$ cat config.mk
export PLATFORM = sky130hd
export DESIGN_NAME = mandelbrot_escape_time_lanes_unit_flat
export DESIGN_NICKNAME = d
export VERILOG_FILES = /design/src/rtl/met_pkg.sv /design/src/rtl/met_pt_if.sv /design/src/rtl/met_mul.sv /design/src/rtl/mandelbrot_escape_time_lanes_unit.sv /design/src/flat_wrapper.sv
export SDC_FILE = /design/constraint.sdc
export NUM_CORES = 2
export LEC_CHECK = 0
export ABC_AREA = 1
export BUFFER_PORTS_ARGS = -buffer_cell sky130_fd_sc_hd__buf_2
export CELL_PAD_IN_SITES_DETAIL_PLACEMENT = 1
export CELL_PAD_IN_SITES_GLOBAL_PLACEMENT = 2
export CORE_ASPECT_RATIO = 1.25
export CORE_UTILIZATION = 27
export DETAILED_ROUTE_END_ITERATION = 6
export PLACE_DENSITY_LB_ADDON = 0.15
export SLEW_MARGIN = 5
export SYNTH_ARGS = -nofsm -noshare
export SYNTH_HDL_FRONTEND = slang
export SYNTH_SLANG_ARGS = --single-unit
$ cat constraint.sdc
create_clock -name i_clk -period 9.24 [get_ports i_clk]
set_input_delay 1.386 -clock i_clk [delete_from_list [all_inputs] [get_ports i_clk]]
set_output_delay 1.386 -clock i_clk [all_outputs]
set_load 0.01 [all_outputs]
$ cat src/rtl/met_pkg.sv
// met_pkg: widths, types and fixed-point helpers for the escape-time block
// no dependencies; imported by the interfaces and every module

package met_pkg;

    localparam int LANES     = 4;
    localparam int FRAC_BITS = 28;

    localparam int IN_W    = 32;
    localparam int IN_FRAC = 28;
    localparam int CNT_W   = 16;
    localparam int Z_W     = FRAC_BITS + 8;
    localparam int MUL_W   = FRAC_BITS + 2;
    localparam int LANE_W  = (LANES > 1) ? $clog2(LANES) : 1;
    localparam int UP      = (FRAC_BITS >= IN_FRAC) ? (FRAC_BITS - IN_FRAC) : 0;
    localparam int DOWN    = (FRAC_BITS < IN_FRAC) ? (IN_FRAC - FRAC_BITS) : 0;

    localparam int MAX_ITER_RESET = 256;

    typedef logic signed [IN_W-1:0]  t_coord;
    typedef logic signed [Z_W-1:0]   t_z;
    typedef logic signed [MUL_W-1:0] t_mop;
    typedef logic [CNT_W-1:0]        t_count;
    typedef logic [LANE_W-1:0]       t_lane;
    typedef logic [LANES-1:0]        t_mask;

    localparam t_z TWO      = t_z'(1) <<< (FRAC_BITS + 1);
    localparam t_z NEG_TWO  = -TWO;
    localparam t_z FOUR     = t_z'(4) <<< FRAC_BITS;

    // Q4.28 input to internal Q8.FRAC_BITS, floor on a right shift
    function automatic t_z to_internal(input t_coord raw);
        logic signed [63:0] v;
        v = 64'(raw);
        if (FRAC_BITS >= IN_FRAC) begin
            v = v <<< UP;
        end else begin
            v = v >>> DOWN;
        end
        return v[Z_W-1:0];
    endfunction

endpackage

$ cat src/rtl/met_pt_if.sv
// met_pt_if, met_cnt_if: point and count channels with valid/ready
// depends on met_pkg

interface met_pt_if import met_pkg::*; ();
    logic   valid;
    logic   ready;
    t_coord c_real_0;
    t_coord c_imag_0;
    t_coord c_real_1;
    t_coord c_imag_1;
    t_coord c_real_2;
    t_coord c_imag_2;
    t_coord c_real_3;
    t_coord c_imag_3;

    modport source (
        output valid, c_real_0, c_imag_0, c_real_1, c_imag_1,
               c_real_2, c_imag_2, c_real_3, c_imag_3,
        input  ready
    );
    modport sink (
        input  valid, c_real_0, c_imag_0, c_real_1, c_imag_1,
               c_real_2, c_imag_2, c_real_3, c_imag_3,
        output ready
    );
endinterface

interface met_cnt_if import met_pkg::*; ();
    logic   valid;
    logic   ready;
    t_count count_0;
    t_count count_1;
    t_count count_2;
    t_count count_3;

    modport source (
        output valid, count_0, count_1, count_2, count_3,
        input  ready
    );
    modport sink (
        input  valid, count_0, count_1, count_2, count_3,
        output ready
    );
endinterface

$ cat src/rtl/met_mul.sv
// met_mul: shared signed multiplier, product truncated to Q.FRAC_BITS, registered
// depends on met_pkg

module met_mul import met_pkg::*; (
    input  logic i_clk,
    input  t_mop i_a,
    input  t_mop i_b,
    output t_z   o_prod
);

    logic signed [2*MUL_W-1:0] w_full;
    logic signed [2*MUL_W-1:0] w_shift;
    t_z                        n_prod;
    t_z                        r_prod;

    assign w_full  = i_a * i_b;
    assign w_shift = w_full >>> FRAC_BITS;
    assign n_prod  = w_shift[Z_W-1:0];

    always_ff @(posedge i_clk) begin
        r_prod <= n_prod;
    end

    assign o_prod = r_prod;

endmodule

$ cat src/rtl/mandelbrot_escape_time_lanes_unit.sv
// mandelbrot_escape_time_lanes_unit: four-lane escape-time counter, one shared multiplier
// depends on met_pkg, met_pt_if, met_cnt_if, met_mul
// per group: ST_IDLE, then per iteration ST_NEXT and for each lane in turn ST_RI; a live lane
//   goes on to ST_NEW, ST_SQR, ST_SQI, ST_CHK, one failing the bound test stops at ST_NEW
// a new group is taken only in ST_IDLE; the next group is accepted while a result waits
// reset: synchronous active low; max_iteration returns to 256, control state cleared

module mandelbrot_escape_time_lanes_unit import met_pkg::*; (
    input  logic   i_clk,
    input  logic   i_rst_n,
    input  logic   i_cfg_we,
    input  t_count i_cfg_wdata,
    met_pt_if.sink    i_pt,
    met_cnt_if.source o_cnt
);

    localparam logic [2:0] ST_IDLE = 3'd0;
    localparam logic [2:0] ST_NEXT = 3'd1;
    localparam logic [2:0] ST_RI   = 3'd2;
    localparam logic [2:0] ST_NEW  = 3'd3;
    localparam logic [2:0] ST_SQR  = 3'd4;
    localparam logic [2:0] ST_SQI  = 3'd5;
    localparam logic [2:0] ST_CHK  = 3'd6;
    localparam logic [2:0] ST_DONE = 3'd7;

    logic [2:0] r_state, n_state;
    t_lane      r_lane, n_lane;
    t_count     r_iter, n_iter;
    t_mask      r_active, n_active;
    t_count     r_max_iter;
    logic       r_out_valid, n_out_valid;

    t_z     r_cr [LANES];
    t_z     r_ci [LANES];
    t_z     r_zr [LANES];
    t_z     r_zi [LANES];
    t_z     r_rr [LANES];
    t_z     r_ii [LANES];
    t_count r_count [LANES];
    t_count r_out [LANES];

    t_coord w_in_re [4];
    t_coord w_in_im [4];
    t_mop   w_a, w_b;
    t_z     w_prod;
    t_z     w_nzr, w_nzi, w_sum;
    logic   w_escape;
    logic   w_lane_done;
    logic   w_load;
    logic   w_start;

    assign w_in_re = '{i_pt.c_real_0, i_pt.c_real_1, i_pt.c_real_2, i_pt.c_real_3};
    assign w_in_im = '{i_pt.c_imag_0, i_pt.c_imag_1, i_pt.c_imag_2, i_pt.c_imag_3};

    assign i_pt.ready = (r_state == ST_IDLE);
    assign w_start    = i_pt.valid && (r_state == ST_IDLE);
    assign w_load     = (r_state == ST_DONE) && (!r_out_valid || o_cnt.ready);

    // operand select for the shared multiplier
    always_comb begin
        w_a = r_zi[r_lane][MUL_W-1:0];
        w_b = r_zi[r_lane][MUL_W-1:0];
        if (r_state == ST_RI) begin
            w_a = r_zr[r_lane][MUL_W-1:0];
        end else if (r_state == ST_SQR) begin
            w_a = r_zr[r_lane][MUL_W-1:0];
            w_b = r_zr[r_lane][MUL_W-1:0];
        end
    end

    met_mul u_mul (
        .i_clk  (i_clk),
        .i_a    (w_a),
        .i_b    (w_b),
        .o_prod (w_prod)
    );

    assign w_nzr    = r_rr[r_lane] - r_ii[r_lane] + r_cr[r_lane];
    assign w_nzi    = (w_prod <<< 1) + r_ci[r_lane];
    assign w_escape = (w_nzr >= TWO) || (w_nzr <= NEG_TWO) ||
                      (w_nzi >= TWO) || (w_nzi <= NEG_TWO);
    assign w_sum    = r_rr[r_lane] + w_prod;

    always_comb begin
        n_state     = r_state;
        n_lane      = r_lane;
        n_iter      = r_iter;
        n_active    = r_active;
        w_lane_done = 1'b0;
        unique case (r_state)
            ST_IDLE: begin
                if (i_pt.valid) begin
                    n_state  = ST_NEXT;
                    n_iter   = '0;
                    n_active = '1;
                end
            end
            ST_NEXT: begin
                if ((r_iter < r_max_iter) && (|r_active)) begin
                    n_lane  = '0;
                    n_state = ST_RI;
                end else begin
                    n_state = ST_DONE;
                end
            end
            ST_RI: begin
                if (r_active[r_lane]) begin
                    n_state = ST_NEW;
                end else begin
                    w_lane_done = 1'b1;
                end
            end
            ST_NEW: begin
                if (w_escape) begin
                    n_active[r_lane] = 1'b0;
                    w_lane_done      = 1'b1;
                end else begin
                    n_state = ST_SQR;
                end
            end
            ST_SQR: n_state = ST_SQI;
            ST_SQI: n_state = ST_CHK;
            ST_CHK: begin
                if (w_sum >= FOUR) begin
                    n_active[r_lane] = 1'b0;
                end
                w_lane_done = 1'b1;
            end
            ST_DONE: begin
                if (w_load) begin
                    n_state = ST_IDLE;
                end
            end
            default: n_state = ST_IDLE;
        endcase
        if (w_lane_done) begin
            if (r_lane == t_lane'(LANES - 1)) begin
                n_iter  = r_iter + t_count'(1);
                n_state = ST_NEXT;
            end else begin
                n_lane  = r_lane + t_lane'(1);
                n_state = ST_RI;
            end
        end
    end

    always_comb begin
        n_out_valid = r_out_valid;
        if (o_cnt.ready) begin
            n_out_valid = 1'b0;
        end
        if (w_load) begin
            n_out_valid = 1'b1;
        end
    end

    always_ff @(posedge i_clk) begin
        if (!i_rst_n) begin
            r_state     <= ST_IDLE;
            r_lane      <= '0;
            r_iter      <= '0;
            r_active    <= '0;
            r_out_valid <= 1'b0;
            r_max_iter  <= t_count'(MAX_ITER_RESET);
        end else begin
            r_state     <= n_state;
            r_lane      <= n_lane;
            r_iter      <= n_iter;
            r_active    <= n_active;
            r_out_valid <= n_out_valid;
            if (i_cfg_we) begin
                r_max_iter <= i_cfg_wdata;
            end
        end
    end

    // lane payload
    always_ff @(posedge i_clk) begin
        if (w_start) begin
            for (int k = 0; k < LANES; k++) begin
                r_cr[k]    <= to_internal(w_in_re[k]);
                r_ci[k]    <= to_internal(w_in_im[k]);
                r_zr[k]    <= '0;
                r_zi[k]    <= '0;
                r_rr[k]    <= '0;
                r_ii[k]    <= '0;
                r_count[k] <= '0;
            end
        end
        if (r_state == ST_NEW) begin
            r_zr[r_lane]    <= w_nzr;
            r_zi[r_lane]    <= w_nzi;
            r_count[r_lane] <= r_count[r_lane] + t_count'(1);
        end
        if (r_state == ST_SQI) begin
            r_rr[r_lane] <= w_prod;
        end
        if (r_state == ST_CHK) begin
            r_ii[r_lane] <= w_prod;
        end
        if (w_load) begin
            for (int k = 0; k < LANES; k++) begin
                r_out[k] <= r_count[k];
            end
        end
    end

    assign o_cnt.valid   = r_out_valid;
    assign o_cnt.count_0 = r_out[0];

    generate
        if (LANES > 1) begin : g_cnt1
            assign o_cnt.count_1 = r_out[1];
        end else begin : g_cnt1_off
            assign o_cnt.count_1 = '0;
        end
        if (LANES > 2) begin : g_cnt2
            assign o_cnt.count_2 = r_out[2];
        end else begin : g_cnt2_off
            assign o_cnt.count_2 = '0;
        end
        if (LANES > 3) begin : g_cnt3
            assign o_cnt.count_3 = r_out[3];
        end else begin : g_cnt3_off
            assign o_cnt.count_3 = '0;
        end
    endgenerate

endmodule
$ cat src/flat_wrapper.sv
// flat-port wrapper written by rule: the top's interface ports become plain ports
module mandelbrot_escape_time_lanes_unit_flat import met_pkg::*;
  (i_clk, i_rst_n, i_cfg_we, i_cfg_wdata, i_pt_valid, i_pt_c_real_0, i_pt_c_imag_0, i_pt_c_real_1, i_pt_c_imag_1, i_pt_c_real_2, i_pt_c_imag_2, i_pt_c_real_3, i_pt_c_imag_3, i_pt_ready, o_cnt_valid, o_cnt_count_0, o_cnt_count_1, o_cnt_count_2, o_cnt_count_3, o_cnt_ready);
  met_pt_if i_pt_i ();
  met_cnt_if o_cnt_i ();
  input  logic i_clk;
  input  logic i_rst_n;
  input  logic i_cfg_we;
  input  t_count i_cfg_wdata;
  input wire logic [$bits(i_pt_i.valid)-1:0] i_pt_valid;
  input wire logic [$bits(i_pt_i.c_real_0)-1:0] i_pt_c_real_0;
  input wire logic [$bits(i_pt_i.c_imag_0)-1:0] i_pt_c_imag_0;
  input wire logic [$bits(i_pt_i.c_real_1)-1:0] i_pt_c_real_1;
  input wire logic [$bits(i_pt_i.c_imag_1)-1:0] i_pt_c_imag_1;
  input wire logic [$bits(i_pt_i.c_real_2)-1:0] i_pt_c_real_2;
  input wire logic [$bits(i_pt_i.c_imag_2)-1:0] i_pt_c_imag_2;
  input wire logic [$bits(i_pt_i.c_real_3)-1:0] i_pt_c_real_3;
  input wire logic [$bits(i_pt_i.c_imag_3)-1:0] i_pt_c_imag_3;
  output wire logic [$bits(i_pt_i.ready)-1:0] i_pt_ready;
  output wire logic [$bits(o_cnt_i.valid)-1:0] o_cnt_valid;
  output wire logic [$bits(o_cnt_i.count_0)-1:0] o_cnt_count_0;
  output wire logic [$bits(o_cnt_i.count_1)-1:0] o_cnt_count_1;
  output wire logic [$bits(o_cnt_i.count_2)-1:0] o_cnt_count_2;
  output wire logic [$bits(o_cnt_i.count_3)-1:0] o_cnt_count_3;
  input wire logic [$bits(o_cnt_i.ready)-1:0] o_cnt_ready;
  assign i_pt_i.valid = i_pt_valid;
  assign i_pt_i.c_real_0 = i_pt_c_real_0;
  assign i_pt_i.c_imag_0 = i_pt_c_imag_0;
  assign i_pt_i.c_real_1 = i_pt_c_real_1;
  assign i_pt_i.c_imag_1 = i_pt_c_imag_1;
  assign i_pt_i.c_real_2 = i_pt_c_real_2;
  assign i_pt_i.c_imag_2 = i_pt_c_imag_2;
  assign i_pt_i.c_real_3 = i_pt_c_real_3;
  assign i_pt_i.c_imag_3 = i_pt_c_imag_3;
  assign i_pt_ready = i_pt_i.ready;
  assign o_cnt_valid = o_cnt_i.valid;
  assign o_cnt_count_0 = o_cnt_i.count_0;
  assign o_cnt_count_1 = o_cnt_i.count_1;
  assign o_cnt_count_2 = o_cnt_i.count_2;
  assign o_cnt_count_3 = o_cnt_i.count_3;
  assign o_cnt_i.ready = o_cnt_ready;
  mandelbrot_escape_time_lanes_unit u_core (.i_clk(i_clk), .i_rst_n(i_rst_n), .i_cfg_we(i_cfg_we), .i_cfg_wdata(i_cfg_wdata), .i_pt(i_pt_i), .o_cnt(o_cnt_i));
endmodule
==> results.md <==
- CP max stage delay: 660 ps
- Hold Crit Class: reg2reg
- Finish-stage setup viols: 0
- Clock skew: 85.7 ps
- Final Max Slew Viols: 0
- Cell Area, Synth: 79100 µm²
- Die width: around 500 µm
- Fmax: 0.113 GHz
- Wirelength, routed: 323 mm
- Worst EP required: 9850 ps
- Crit path max-delay family: adder cells
- # nets final: between 10000 and 15000
- Vias after detailed routing: approximately 62000
- Die Y: 607 µm
- Worst r2r src: u_core.r_lane[1]
- Worst slew margin: 0.236
- Critical path type: reg2reg
- Layout cell share with drive strength beyond 1: 0.116
- Worst hold margin: between 400 and 500 ps
- Place WS: -341 ps
- Area Overhead vs Synth: 16.3%
- Synthesized flop and latch total: 954
- Placer Congestion: 0.896
- Net Count, Synth: 10349
- CP startpoint kind: flop
- Syn avg cell area: 9.00 µm²
- Top cell by count, worst path: fa_1
- Drt wl/cell: 24.2 µm
- Io pins: 343
- Post-Synthesis Cells: 8792
- Post-synth EDFFs: 880
- Initial antenna violation count: 32
- Total iterations of the first detailed-routing run: 5
- Drt drc: 0
- Critical path depth in cells: 34
- Worst reg2reg path depth: 34
- Via density: 4.62
- Pin count of the biggest net entering global routing: 116
- GR Overflow Total: 0
- Final Hold Violating Endpoints: 0
- Max Cap Violations: 0
- Setup crit end: u_core.u_mul.o_prod[29]
- Setup TNS: 0 ps
- Crit path DAT: 9470 ps
- Initial DRC count: 2774
- Seq/Total Area, Yosys: 0.353
- Least-Margin Pin Slew: 1140 ps
- Total Routing Usage GR: 0.219
- Worst setup margin: 377 ps
- Initial core utilization: 0.272
- Clk root buf: clkbuf_16
- Final core occ: 0.317
- # port buffers: 342
- Die footprint: 295000 µm²
- Netlist cell types: between 50 and 60
- RSZ-0062 raised after global routing: true
- Fin crit period: 8860 ps
- Total core area: 291000 µm²
- Max Fanout on Critical Path: 41
- Fin crit share: 0.959
- Num CTS Buffers: 103
- Main synth FF type: edfxtp_1
- TritonCTS clock tree: done
- Reg2reg setup slack: 380 ps
- CP max-delay cell: fa_1
- Outcome: completed
- Yosys warnings: 0
- Async set-reset flop share out of synthesis: 0
- Vias in the first global route: 68038
- Post-DP HPWL: 261 mm
- Clock transition at path regs: ~60 ps
- WP buf/inv: 12
- Reg-to-reg endpoint: u_core.u_mul.o_prod[29]
- CTS Buffer Depth: 3
- Clock Latency Late Sink: 780 ps
- Antenna-violating nets left: 0
- CTS H-tree lvls: 3
- Worst setup EP type: flop
- Sink Count: 954
- CP startpoint: u_core.r_lane[1]
- First-pass GRT wire length: roughly 470 mm
- Cell Rows: 221
-- stage by stage --
stage / instances / cell area, µm²
after floorplan: 8792 / 79100
after global placement: 13139 / 88300
after detailed placement: 13139 / 88300
after CTS: 13330 / 91600
after global routing: 13349 / 92000
final: 13351 / 92000
-- cell families after synthesis --
family | count (synthesis) | share of synthesized area
muxes | 1 | 0.000127
buffers and inverters | 2077 | 0.101
xor gates and xnor gates | 64 | 0.00709
DFF | 954 | 0.353
adders and majority gates | 1280 | 0.297
and+or+nand+nor | 3490 | 0.174
AOI/OAI and AO/OA | 926 | 0.0689
-- final cells by class --
class,instances,area (µm²)
clock inverter,75,683
inverter,1721,6530
antenna,12,30.0
tap,3902,4880
fill,33736,199000
multi-input combinational,5761,43500
clock buffer,116,2630
sequential,954,27900
timing repair buffer,810,5790
-- worst register-to-register path: cells and delay by family, from the launching register on --
family	cells	cell delay, ps
AND/OR/NAND/NOR	9	1320
buffers and inverters	12	1910
adder cells (fa/ha/maj)	9	4460
flip-flops	1	400
AO/OA/AOI/OAI	4	690
-- state kept, by name (all words and copies together), names as in the netlist --
register and count:
u_core.r_cr 128, u_core.o_cnt.valid 1, u_core.r_active 4, u_core.r_state 3, u_core.r_rr 128, u_core.r_zi 120
u_core.r_iter 16, u_core.r_count 64, u_core.u_mul.o_prod 32, u_core.r_ii 128, u_core.r_out 64, u_core.r_ci 128
u_core.r_lane 2, u_core.r_zr 120, u_core.r_max_iter 16
-- how the worst min path moves through the flow --
stage / endpoint / slack (ps) / start / depth (start not counted)
final: u_core.r_out[1][14] / 450 / u_core.r_count[1][14] / 0
after global routing: u_core.r_out[1][14] / 450 / u_core.r_count[1][14] / 0
after CTS: u_core.r_out[1][14] / 440 / u_core.r_count[1][14] / 0
after detailed placement: u_core.r_out[1][14] / 430 / u_core.r_count[1][14] / 0
after global placement: u_core.r_out[3][10] / 430 / u_core.r_count[3][10] / 0
after floorplan: u_core.r_out[2][11] / 420 / u_core.r_count[2][11] / 0
-- Yosys cell counts (12+ instances only) --
cell type | number | share of area
o21ai_1 | 26 | 0.0016
a32o_1 | 56 | 0.0071
nor3_1 | 30 | 0.0019
buf_2 | 69 | 0.0044
dfxtp_1 | 74 | 0.019
inv_1 | 1697 | 0.081
nand3_1 | 199 | 0.013
fa_1 | 991 | 0.25
clkbuf_1 | 241 | 0.011
o21ai_2 | 16 | 0.0018
o22ai_1 | 94 | 0.0074
nor4_1 | 13 | 0.0010
nand3b_1 | 12 | 0.0011
xnor2_1 | 23 | 0.0025
a21oi_1 | 324 | 0.021
xor2_1 | 41 | 0.0045
o21a_1 | 12 | 0.0011
nor2_1 | 1397 | 0.066
ha_1 | 289 | 0.046
a32oi_1 | 40 | 0.0044
o21ai_0 | 299 | 0.019
nand2_1 | 1736 | 0.082
buf_1 | 32 | 0.0015
nand4_1 | 66 | 0.0052
edfxtp_1 | 880 | 0.33
nor2_2 | 13 | 0.0010
clkinv_1 | 14 | 0.00066
-- placed cells by master, fill, tap and decap left out, drive strengths merged, types with 4 or more instances in the layout --
cell,synthesis,layout
nor2,1410,1410
o21ai,341,341
clkinvlp,0,17
buf,115,809
o211ai,6,6
dfxtp,74,74
xor2,41,41
o22ai,95,95
clkbuf,241,117
ha,289,289
clkinv,14,69
o21bai,9,9
nand3b,12,12
nand4,66,66
a32oi,40,40
nor3,30,30
nand3,204,204
nand2,1746,1746
a21boi,4,4
bufinv,0,6
a21oi,324,324
edfxtp,880,880
nor4,13,13
a211oi,7,7
a32o,56,56
a21o,6,6
xnor2,23,23
diode,0,12
inv,1707,1704
a31oi,12,12
o21a,12,12
o221ai,4,4
fa,991,991
and2,7,7
-- routing by layer --
layer	GRT usage	vias up	wire length [µm]
met3	0.0172	382	7680
li1	-	28498	-
met4	0.0938	24	15600
met2	0.419	877	174000
met1	0.247	31848	126000
met5	0	-	155
-- repair_timing --
item	CTS	global route
hold buffers	0	0
pin swaps	0	3
setup endpoints to repair	17	29
resized for setup	4	72
buffers inserted	0	8
cloned	0	1
Power is not shown: default switching activity piles up to over one toggle a cycle in this logic, so the estimate is an artifact.
